`config.mk`:
```
export PLATFORM = sky130hd
export DESIGN_NAME = luhn_card_number_check
export DESIGN_NICKNAME = d
export VERILOG_FILES = /design/src/rtl/lcc_pkg.sv /design/src/rtl/lcc_bcd_conv.sv /design/src/rtl/lcc_luhn_acc.sv /design/src/rtl/luhn_card_number_check.sv
export SDC_FILE = /design/constraint.sdc
export NUM_CORES = 1
export LEC_CHECK = 0
export BUFFER_PORTS_ARGS = -buffer_cell sky130_fd_sc_hd__buf_2
export CORE_ASPECT_RATIO = 1.25
export CORE_MARGIN = 2
export CORE_UTILIZATION = 45
export CTS_CLUSTER_DIAMETER = 100
export DETAILED_ROUTE_END_ITERATION = 6
export PLACE_DENSITY = 0.59
export SETUP_SLACK_MARGIN = 0.05
export SYNTH_ARGS = -nofsm -noshare
export SYNTH_HDL_FRONTEND = slang
export SYNTH_HIERARCHICAL = 1
export SYNTH_SLANG_ARGS = --single-unit
```
`constraint.sdc`:
```
create_clock -name i_clk -period 5.05 [get_ports i_clk]
set_input_delay 1.01 -clock i_clk [delete_from_list [all_inputs] [get_ports i_clk]]
set_output_delay 1.01 -clock i_clk [all_outputs]
set_load 0.005 [all_outputs]
```
`src/rtl/lcc_pkg.sv`:
```
// ----------------------------------------------------------------------------
// Luhn card check package
// Shared types, constants and digit helpers for the Luhn card number check.
// ----------------------------------------------------------------------------
package lcc_pkg;

    localparam int CARD_W        = 63;
    localparam int BIN_W         = 64;           // card number padded to whole steps
    localparam int BITS_PER_STEP = 4;
    localparam int NUM_DIGITS    = 20;           // even, so digits pair up cleanly
    localparam int BCD_W         = NUM_DIGITS * 4;
    localparam int CONV_STEPS    = BIN_W / BITS_PER_STEP;
    localparam int SCAN_STEPS    = NUM_DIGITS / 2;

    localparam logic [3:0] CONV_LAST = 4'(CONV_STEPS - 1);
    localparam logic [3:0] SCAN_LAST = 4'(SCAN_STEPS - 1);

    localparam logic [3:0] DD_THRESH = 4'd5;
    localparam logic [3:0] DD_ADJUST = 4'd3;

    typedef enum logic [1:0] {
        KIND_INVALID = 2'd0,
        KIND_AMEX    = 2'd1,
        KIND_MC      = 2'd2,
        KIND_VISA    = 2'd3
    } t_kind;

    typedef enum logic [1:0] {
        S_IDLE = 2'd0,
        S_CONV = 2'd1,
        S_SCAN = 2'd2,
        S_DONE = 2'd3
    } t_state;

    typedef struct packed {
        logic load;
        logic step;
        logic shift;
    } t_conv_cmd;

    typedef struct packed {
        logic       clr;
        logic       en;
        logic [3:0] pair;
    } t_acc_cmd;

    typedef struct packed {
        logic [7:0] sum;
        logic       ok;
        logic [4:0] top;
        logic [3:0] first;
        logic [3:0] second;
    } t_acc_res;

    // Doubled Luhn digit: a two-digit product is folded by subtracting nine.
    function automatic logic [3:0] luhn_dbl(input logic [3:0] d);
        logic [4:0] p;
        p = {d, 1'b0};
        if (p > 5'd9) begin
            p = p - 5'd9;
        end
        return p[3:0];
    endfunction

    function automatic t_kind card_kind(input logic [4:0] count, input logic [3:0] first,
                                        input logic [3:0] second, input logic ok);
        t_kind k;
        k = KIND_INVALID;
        if (count == 5'd15 && first == 4'd3 && (second inside {4'd4, 4'd7})) begin
            k = KIND_AMEX;
        end else if (count == 5'd16 && first == 4'd5 && (second inside {[4'd1:4'd5]})) begin
            k = KIND_MC;
        end else if ((count inside {5'd13, 5'd16}) && first == 4'd4) begin
            k = KIND_VISA;
        end
        if (!ok) begin
            k = KIND_INVALID;
        end
        return k;
    endfunction

endpackage

```
`src/rtl/lcc_bcd_conv.sv`:
```
// ----------------------------------------------------------------------------
// Binary to BCD converter
// Shift-and-add-three converter taking four binary bits per step, then a
// digit shifter that hands out two decimal digits per step, lowest first.
// ----------------------------------------------------------------------------
module lcc_bcd_conv (
    input  logic                        i_clk,
    input  lcc_pkg::t_conv_cmd          i_cmd,
    input  logic [lcc_pkg::CARD_W-1:0]  i_card_number,
    output logic [3:0]                  o_digit_even,
    output logic [3:0]                  o_digit_odd
);
    import lcc_pkg::*;

    logic [BCD_W-1:0] r_bcd, n_bcd;
    logic [BIN_W-1:0] r_bin, n_bin;

    always_comb begin
        n_bcd = r_bcd;
        n_bin = r_bin;
        if (i_cmd.load) begin
            n_bcd = '0;
            n_bin = {{(BIN_W - CARD_W){1'b0}}, i_card_number};
        end else if (i_cmd.step) begin
            for (int j = 0; j < BITS_PER_STEP; j++) begin
                for (int d = 0; d < NUM_DIGITS; d++) begin
                    if (n_bcd[4*d +: 4] >= DD_THRESH) begin
                        n_bcd[4*d +: 4] = n_bcd[4*d +: 4] + DD_ADJUST;
                    end
                end
                n_bcd = {n_bcd[BCD_W-2:0], n_bin[BIN_W-1]};
                n_bin = {n_bin[BIN_W-2:0], 1'b0};
            end
        end else if (i_cmd.shift) begin
            n_bcd = {8'd0, r_bcd[BCD_W-1:8]};
        end
    end

    always_ff @(posedge i_clk) begin
        r_bcd <= n_bcd;
        r_bin <= n_bin;
    end

    assign o_digit_even = r_bcd[3:0];
    assign o_digit_odd  = r_bcd[7:4];

endmodule

```
`src/rtl/lcc_luhn_acc.sv`:
```
// ----------------------------------------------------------------------------
// Luhn accumulator
// Adds one digit pair per step into the Luhn sum and its remainder modulo
// ten, and tracks the highest non-zero digit and the two leading digits.
// ----------------------------------------------------------------------------
module lcc_luhn_acc (
    input  logic              i_clk,
    input  lcc_pkg::t_acc_cmd i_cmd,
    input  logic [3:0]        i_digit_even,
    input  logic [3:0]        i_digit_odd,
    output lcc_pkg::t_acc_res o_res
);
    import lcc_pkg::*;

    logic [7:0] r_sum, n_sum;
    logic [3:0] r_mod, n_mod;
    logic [4:0] r_top, n_top;
    logic [3:0] r_first, n_first;
    logic [3:0] r_second, n_second;
    logic [3:0] r_prev_odd, n_prev_odd;
    logic [4:0] w_pair_val;
    logic [4:0] w_mod_raw;

    // The even digit of a pair stays as it is; the odd one is doubled.
    assign w_pair_val = 5'(i_digit_even) + 5'(luhn_dbl(i_digit_odd));
    assign w_mod_raw  = 5'(r_mod) + w_pair_val;

    always_comb begin
        n_sum      = r_sum;
        n_mod      = r_mod;
        n_top      = r_top;
        n_first    = r_first;
        n_second   = r_second;
        n_prev_odd = r_prev_odd;
        if (i_cmd.clr) begin
            n_sum      = '0;
            n_mod      = '0;
            n_top      = '0;
            n_first    = '0;
            n_second   = '0;
            n_prev_odd = '0;
        end else if (i_cmd.en) begin
            n_sum = r_sum + 8'(w_pair_val);
            if (w_mod_raw >= 5'd20) begin
                n_mod = 4'(w_mod_raw - 5'd20);
            end else if (w_mod_raw >= 5'd10) begin
                n_mod = 4'(w_mod_raw - 5'd10);
            end else begin
                n_mod = w_mod_raw[3:0];
            end
            if (i_digit_odd != 4'd0) begin
                n_top    = {i_cmd.pair, 1'b1};
                n_first  = i_digit_odd;
                n_second = i_digit_even;
            end else if (i_digit_even != 4'd0) begin
                n_top   = {i_cmd.pair, 1'b0};
                n_first = i_digit_even;
                // A one-digit number takes its only digit as the second one.
                n_second = (i_cmd.pair == 4'd0) ? i_digit_even : r_prev_odd;
            end
            n_prev_odd = i_digit_odd;
        end
    end

    always_ff @(posedge i_clk) begin
        r_sum      <= n_sum;
        r_mod      <= n_mod;
        r_top      <= n_top;
        r_first    <= n_first;
        r_second   <= n_second;
        r_prev_odd <= n_prev_odd;
    end

    assign o_res.sum    = r_sum;
    assign o_res.ok     = (r_mod == 4'd0);
    assign o_res.top    = r_top;
    assign o_res.first  = r_first;
    assign o_res.second = r_second;

endmodule

```
`src/rtl/luhn_card_number_check.sv`:
```
// ----------------------------------------------------------------------------
// Luhn card number check
// Converts a binary card number to decimal, forms the Luhn sum and check,
// counts the digits and classifies the card by length and prefix.
// ----------------------------------------------------------------------------
// The block takes one request at a time. After a request is accepted, a
// shift-and-add-three converter works through the 63-bit number four bits per
// cycle, then the accumulator walks the 20 decimal digits two per cycle, and
// the done state forms the card kind and loads the output register. A new
// request is taken only once the sequencer is back in idle. The input ready
// is high whenever the sequencer is idle, even while a previous result still
// waits in the output register; the sequencer only holds in its done state if
// that register is still occupied. Leading zeros add nothing to the sum, so
// the digit count is the position of the highest non-zero digit, with zero
// reported as a single digit. The kind is forced to invalid whenever the Luhn
// sum is not a multiple of ten.
// ----------------------------------------------------------------------------
module luhn_card_number_check (
    input  logic                        i_clk,
    input  logic                        i_rst_n,
    input  logic                        i_valid,
    output logic                        o_ready,
    input  logic [lcc_pkg::CARD_W-1:0]  i_card_number,
    output logic                        o_valid,
    input  logic                        i_ready,
    output logic [4:0]                  o_digit_total,
    output logic [7:0]                  o_luhn_sum,
    output logic                        o_luhn_ok,
    output logic [1:0]                  o_card_kind
);
    import lcc_pkg::*;

    t_state     r_state, n_state;
    logic [3:0] r_cnt, n_cnt;
    logic       r_o_valid, n_o_valid;
    logic       w_load_out;

    t_conv_cmd  w_conv_cmd;
    t_acc_cmd   w_acc_cmd;
    t_acc_res   w_acc_res;
    logic [3:0] w_digit_even;
    logic [3:0] w_digit_odd;
    logic [4:0] w_count;

    logic [4:0] r_digit_total;
    logic [7:0] r_luhn_sum;
    logic       r_luhn_ok;
    t_kind      r_card_kind;

    lcc_bcd_conv u_conv (
        .i_clk         (i_clk),
        .i_cmd         (w_conv_cmd),
        .i_card_number (i_card_number),
        .o_digit_even  (w_digit_even),
        .o_digit_odd   (w_digit_odd)
    );

    lcc_luhn_acc u_acc (
        .i_clk        (i_clk),
        .i_cmd        (w_acc_cmd),
        .i_digit_even (w_digit_even),
        .i_digit_odd  (w_digit_odd),
        .o_res        (w_acc_res)
    );

    // The highest non-zero digit position plus one gives the digit count.
    assign w_count = 5'(w_acc_res.top + 5'd1);

    // Sequencer: idle, convert, scan digits, hand over the result.
    always_comb begin
        n_state          = r_state;
        n_cnt            = r_cnt;
        o_ready          = 1'b0;
        w_load_out       = 1'b0;
        w_conv_cmd       = '0;
        w_acc_cmd        = '0;
        w_acc_cmd.pair   = r_cnt;
        case (r_state)
            S_IDLE: begin
                o_ready = 1'b1;
                if (i_valid) begin
                    w_conv_cmd.load = 1'b1;
                    w_acc_cmd.clr   = 1'b1;
                    n_cnt           = '0;
                    n_state         = S_CONV;
                end
            end
            S_CONV: begin
                w_conv_cmd.step = 1'b1;
                n_cnt           = r_cnt + 4'd1;
                if (r_cnt == CONV_LAST) begin
                    n_cnt   = '0;
                    n_state = S_SCAN;
                end
            end
            S_SCAN: begin
                w_conv_cmd.shift = 1'b1;
                w_acc_cmd.en     = 1'b1;
                n_cnt            = r_cnt + 4'd1;
                if (r_cnt == SCAN_LAST) begin
                    n_cnt   = '0;
                    n_state = S_DONE;
                end
            end
            S_DONE: begin
                if (!r_o_valid || i_ready) begin
                    w_load_out = 1'b1;
                    n_state    = S_IDLE;
                end
            end
            default: begin
                n_state = S_IDLE;
            end
        endcase
    end

    // The output register is freed by the consumer taking the result.
    always_comb begin
        n_o_valid = r_o_valid;
        if (w_load_out) begin
            n_o_valid = 1'b1;
        end else if (r_o_valid && i_ready) begin
            n_o_valid = 1'b0;
        end
    end

    always_ff @(posedge i_clk) begin
        if (!i_rst_n) begin
            r_state   <= S_IDLE;
            r_cnt     <= '0;
            r_o_valid <= 1'b0;
        end else begin
            r_state   <= n_state;
            r_cnt     <= n_cnt;
            r_o_valid <= n_o_valid;
        end
    end

    always_ff @(posedge i_clk) begin
        if (w_load_out) begin
            r_digit_total <= w_count;
            r_luhn_sum    <= w_acc_res.sum;
            r_luhn_ok     <= w_acc_res.ok;
            r_card_kind   <= card_kind(w_count, w_acc_res.first, w_acc_res.second,
                                       w_acc_res.ok);
        end
    end

    assign o_valid       = r_o_valid;
    assign o_digit_total = r_digit_total;
    assign o_luhn_sum    = r_luhn_sum;
    assign o_luhn_ok     = r_luhn_ok;
    assign o_card_kind   = r_card_kind;

    // An accepted request always starts the conversion.
    a_accept_starts: assert property (@(posedge i_clk) disable iff (!i_rst_n)
        (i_valid && o_ready) |=> (r_state == S_CONV))
        else $error("accepted request did not start conversion");

    // The step counter never runs past the conversion length.
    a_conv_bound: assert property (@(posedge i_clk) disable iff (!i_rst_n)
        (r_state == S_CONV) |-> (r_cnt <= CONV_LAST))
        else $error("conversion counter out of range");

    // A presented result always has between one and nineteen digits.
    a_count_range: assert property (@(posedge i_clk) disable iff (!i_rst_n)
        o_valid |-> (o_digit_total >= 5'd1 && o_digit_total <= 5'd19))
        else $error("digit count out of range");

    // A failed Luhn check never carries a card kind.
    a_fail_invalid: assert property (@(posedge i_clk) disable iff (!i_rst_n)
        (o_valid && !o_luhn_ok) |-> (o_card_kind == KIND_INVALID))
        else $error("card kind set on Luhn failure");

    // An AMEX verdict needs fifteen digits.
    a_amex_len: assert property (@(posedge i_clk) disable iff (!i_rst_n)
        (o_valid && o_card_kind == KIND_AMEX) |-> (o_digit_total == 5'd15))
        else $error("AMEX verdict with wrong length");

endmodule
```
Word level (Yosys, flattened, before mapping). Index checks and enable logic that the tools add are counted.

Div/mod/pow operators: 0. Equality and inequality tests: 17. Magnitude comparators: 85. Reduce and logical (&&, ||, !) cells: 25. Bitwise operators: 1. Shifts and indexed selects: 0. Multipliers: 0. Mux-type cells: 235. $add $sub $neg: 88.

Operators with widths (number): $mux 4 (201); $ge 4x3->1 const B (80); $add 4x2->4 const B (76); $mux 80 (2); $mux 63 (2); $mux 3 (10); $eq 4x3->1 const B (4); $add 3x2->3 const B (4); $mux 2 (6); $pmux 4 s3 (1); $reduce_bool 2->1 (6); $eq 5x4->1 const B (2); $mux 1 (10); $mux 5 (2); $add 8x5->8 (1); $eq 4x4->1 const B (2); $logic_not 4->1 (2); $ne 2x2->1 const B (4); $pmux 2 s4 (1); $reduce_bool 4->1 (2); $sub 4x4->4 const B (2); $logic_and 1x1->1 (7); $add 4x4->5 (1); $add 4x5->5 (1); other kinds (20) (22).

Word-level logic and storage cells: 468. Register bits after elaboration: 196. Memories kept: 0. Latch bits: 0. Input port bits: 67. Output and inout bits: 18. Memory bits (writable): 0. ROM bits: 0.

Logic depth before layout (Yosys ltp).
Depth after elaboration: 15. Depth in mapped cells: 19. Mapped depth without buffers: 19.

By module. Netlist, hierarchy kept.

By module, submodules not included: lcc_bcd_conv (area each 15700.1 um^2, instances 1, seq. area each 3513.4 um^2, cells an instance 2004); lcc_luhn_acc (area each 1769.2 um^2, instances 1, seq. area each 580.6 um^2, cells an instance 196); luhn_card_number_check (area each 1246.2 um^2, instances 1, seq. area each 620.6 um^2, cells an instance 109).

Worst setup path before layout. OpenSTA, ideal clock, no wires.

Kind: input to register. From: in i_valid. To: reg u_conv.r_bcd[28]. Arrival: 3.602 ns. Path buffers: 2. Setup slack: 1.202 ns. Cell stages on the path: 5. Library setup time: 0.246 ns. Data required time: 4.804 ns. Cells stage by stage: and2_1 -> clkbuf_1 -> or2_2 -> clkbuf_1 -> o221ai_1.

Longest elaborated chain between the ends: 2.

Ends and longest elaborated chain: start: declaration (line luhn_card_number_check.sv:21) `input logic i_valid,`; $mux 1 (line luhn_card_number_check.sv:81) `if (i_valid) begin`; $mux 1 (line luhn_card_number_check.sv:78) `case (r_state)`; end signal: assignment (line lcc_bcd_conv.sv:40) `r_bcd <= n_bcd;`; end: declaration (line lcc_bcd_conv.sv:15) `logic [BCD_W-1:0] r_bcd, n_bcd;`.

Every way passes these cells. A chain may end at the register's enable or synchronous reset.

Final worst setup path.
From: reg u_conv.r_bcd[4]. To: reg u_acc.r_mod[1].

Longest elaborated chain between the ends: 7. Elaborated cells on any way between the ends: 11. Classes of those cells: add/sub: 5; order compare: 3; mux: 3.

Ends and longest elaborated chain: $sub 4x4->4 / $gt 5x4->1 (equally long branches) (line lcc_pkg.sv:60, lcc_pkg.sv:59); $mux 4 * (line lcc_pkg.sv:59) `if (p > 5'd9) begin`; $add 4x4->5 * (line lcc_luhn_acc.sv:25) `assign w_pair_val = 5'(i_digit_even) + 5'(luhn_dbl(i_digit_odd));`; $add 4x5->5 * (line lcc_luhn_acc.sv:26) `assign w_mod_raw = 5'(r_mod) + w_pair_val;`; $sub 4x4->4 / $ge 5x4->1 (equally long branches) (line lcc_luhn_acc.sv:47, lcc_luhn_acc.sv:46); $mux 4 (line lcc_luhn_acc.sv:46) `end else if (w_mod_raw >= 5'd10) begin`; $mux 4 * (line lcc_luhn_acc.sv:44) `if (w_mod_raw >= 5'd20) begin`; end signal: assignment (line lcc_luhn_acc.sv:67) `r_mod <= n_mod;`; end: declaration (line lcc_luhn_acc.sv:16) `logic [3:0] r_mod, n_mod;`.

Mark *: on every way between the ends. The rest lies on a longest branch, timed or not.

==> reports/results.txt <==
Status - complete, no violations
Mux share of post-synthesis cell area - 0.117
Commonest cells after routing, fill and taps aside - 224 x nand2_1, 179 x o21ai_0, 174 x nor2_1, 136 x inv_1, 121 x a211oi_1
Core region area - 0.0410 mm2
Worst path cell trace - inv_1 > ha_1 > inv_1 > a21oi_1 > inv_1 > ha_1 > fa_1 > xor2_1 > ha_1 > a21o_1 > o21ai_0 > nand2_1 > ha_1 > a221o_1 > mux2i_1 > xnor2_1 > o31ai_2
Total Routed Length - 47400 um
Gate Count Post-Synth - 2309
Cts bufs inserted - 17
Synthesized flop and latch total - 196
Worst path most repeated cell - ha_1
Row cnt - 83
Async S/R FF share, synth - 0
Post-synth EDFFs - 79
Slew HR - 0.465
RSZ-0062 raised after global routing - false
Largest net degree at the start of global routing - 129
Primary FF master, synth - dfxtp_1
Simple-gate share of the synthesized area - 0.192
Port buffer count - 84
Routability cong. - 0.821
Post_cts resized - 0
Number of global-route vias before repair - 16.1k
Vias per inst - 5.93
Setup Fix Bufs, Post-CTS - 0
Maxcap violations - 0
Detailed placement HPWL - 35600 um
CP endpoint - u_acc/r_mod[1]$_SDFFE_PP0P_
Post-Syn Area per Cell - 8.11 um2
Tot GR Track Use - 0.212
Clk_lat worst skew - 0.47 ns
Tightest Pin Transition - 0.794 ns
Routed len/inst - 16.4 um
Sinks on Clock Net - 196
Crit path time final - 4.08 ns
Tcrit/Tclk final - 0.808
Mapped Nets - 2489
Worst Skew - 0.0131 ns
Setup violators final - 0
Crit path launch - u_conv/r_bcd[4]$_SDFFE_PP0P_
CTS tree - yes
Critical path arrival - 4.42 ns
Die extent in y - 232 um
Clock transition at path regs - 0.08 ns
Max Clk Rate - 245 MHz
Maximum clock path buffer count - 2
Area growth, synth to finish - 7.43%
Most common cell after layout, fill and taps aside - nand2_1
Post-synthesis compound-gate area fraction - 0.291
Endpoints failing hold - 0
Iteration-0 DRC Markers - 775
Via count - 17.1k
Crit Path Max Fanout - 9
YS warnings - 6
Critical Path RT - 5.39 ns
Gr ovfl total - 0
Crit path capture type - flop
Die area - 0.0432 mm2
Drc violations - 0
Antenna violations before repair - 0
Critical-path top delay cell - fa_1
Root Driver - clkbuf_16
Number of routed nets with antenna violations - 0
Hold WC Path Type - reg -> reg
Setup Crit Path Kind - reg -> reg
Worst r2r path cells - 17
Fin nets - 2496
DIE WIDTH - 186 um
Sequential area share after synthesis - 0.252
Synth Area in XOR/XNOR - 0.0191
I/O pin count - 85
Reg2Reg Setup Slack - 0.97 ns
Synthesized area - 0.0187 mm2
H-tree depth - 4
Largest family of logic cells by synthesized area - compound AO/OA/AOI/OAI gates
Register area - 0.00471 mm2
Adder and majority cell fraction of the synthesized area - 0.0767
Reg2reg start - u_conv/r_bcd[4]$_SDFFE_PP0P_
Critical R2R Capture - u_acc/r_mod[1]$_SDFFE_PP0P_
First-pass GRT wire length - 77100 um
Diodes inserted - 0
Layout filler cell count - 3988
CP Launch Type - flop
Initial core utilization - 0.456
DRT Pass-1 Iters - 5
Distinct cells, synth - 100
Slowest cell delay on critical path - 0.42 ns
Layout cells sized above 1 - 0.128
Total negative slack - 0 ns
Number of hold buffers added after CTS - 0
Area occupied by multi-input gates - 0.0131 mm2
Final Max Slew Viols - 0
-- cell families after synthesis --
logic type | Yosys count
buffers and inverters | 242
muxes | 206
AOI/OAI and AO/OA | 777
adders and majority gates | 113
and+or+nand+nor | 735
DFF | 196
xor gates and xnor gates | 40
-- per-layer routing --
metal	track usage	routed length, um
met1	0.243	20400
met2	0.411	24900
met3	0.0199	1010
met4	0.0718	1100
met5	0	0
-- cell type report --
| cell class | instances | area share |
|---|---|---|
| Multi-Input combinational cell | 1871 | 0.649 |
| Sequential cell | 196 | 0.234 |
| Tap cell | 552 | 0.0343 |
| Inverter | 137 | 0.0256 |
| Timing Repair Buffer | 93 | 0.0249 |
| Clock buffer | 17 | 0.0212 |
| Clock inverter | 15 | 0.0104 |
-- through the flow --
stage | hold slack (ns) | util | cells | cell area [um2] | setup WS [ns]
after detailed placement | 0.450 | 0.475 | 2849 | 19500 | 0.968
after global routing | 0.472 | 0.490 | 2881 | 20100 | 0.551
after floorplan | 0.429 | - | 2309 | 18700 | 1.20
final | 0.471 | 0.490 | 2881 | 20100 | 0.970
after global placement | 0.442 | 0.475 | 2849 | 19500 | 1.08
after CTS | 0.468 | 0.490 | 2881 | 20100 | 0.958
-- worst min path at each step --
stage / end / slack [ns] / start / cells after the start
finish: o_luhn_sum[7]$_DFFE_PP_ / 0.47 / u_acc/r_sum[7]$_SDFFE_PP0P_ / 0
CTS: o_luhn_sum[7]$_DFFE_PP_ / 0.47 / u_acc/r_sum[7]$_SDFFE_PP0P_ / 0
global route: o_luhn_sum[7]$_DFFE_PP_ / 0.47 / u_acc/r_sum[7]$_SDFFE_PP0P_ / 0
floorplan: o_luhn_sum[7]$_DFFE_PP_ / 0.43 / u_acc/r_sum[7]$_SDFFE_PP0P_ / 0
global placement: o_luhn_sum[7]$_DFFE_PP_ / 0.44 / u_acc/r_sum[7]$_SDFFE_PP0P_ / 0
detailed placement: o_luhn_sum[7]$_DFFE_PP_ / 0.45 / u_acc/r_sum[7]$_SDFFE_PP0P_ / 0
-- worst max-delay path, delay by kind of cell, from the launching register on --
kind                       cells  cell delay, ns
adders and majority gates      5            1.31
AOI/OAI and AO/OA              5            1.24
xor gates and xnor gates       2            0.45
DFF                            1            0.40
buffers and inverters          3            0.28
muxes                          1            0.17
and+or+nand+nor                1            0.11
-- cells in the mapped netlist (24+ instances only) --
library cell	instances	area share
nand3_1	34	0.0091
mux2i_1	115	0.062
nor2_1	174	0.035
mux2_2	86	0.052
nand2_1	224	0.045
inv_1	137	0.027
a21o_1	27	0.011
or2_2	43	0.014
nor3_1	36	0.0096
a21oi_1	105	0.028
o211ai_1	30	0.012
o21ai_0	179	0.048
o211a_1	24	0.013
clkbuf_1	69	0.014
edfxtp_1	79	0.13
ha_1	110	0.074
nand2b_1	47	0.016
dfxtp_1	117	0.13
a211oi_1	121	0.049
or3_1	29	0.0097
and2_1	39	0.013
o21a_1	28	0.011
nor2b_1	42	0.014
-- sequential cells by signal, summed over array words and instances (netlist names) --
register,count
u_conv/r_bcd,80
u_conv/r_bin,64
o_luhn_sum,8
u_acc/r_sum,8
o_digit_total,5
u_acc/r_top,5
r_cnt,4
u_acc/r_first,4
u_acc/r_mod,4
u_acc/r_prev_odd,4
u_acc/r_second,4
o_card_kind,2
r_state,2
o_luhn_ok,1
o_valid,1
Power is not shown: default switching activity piles up to over one toggle a cycle in this logic, so the estimate is an artifact.
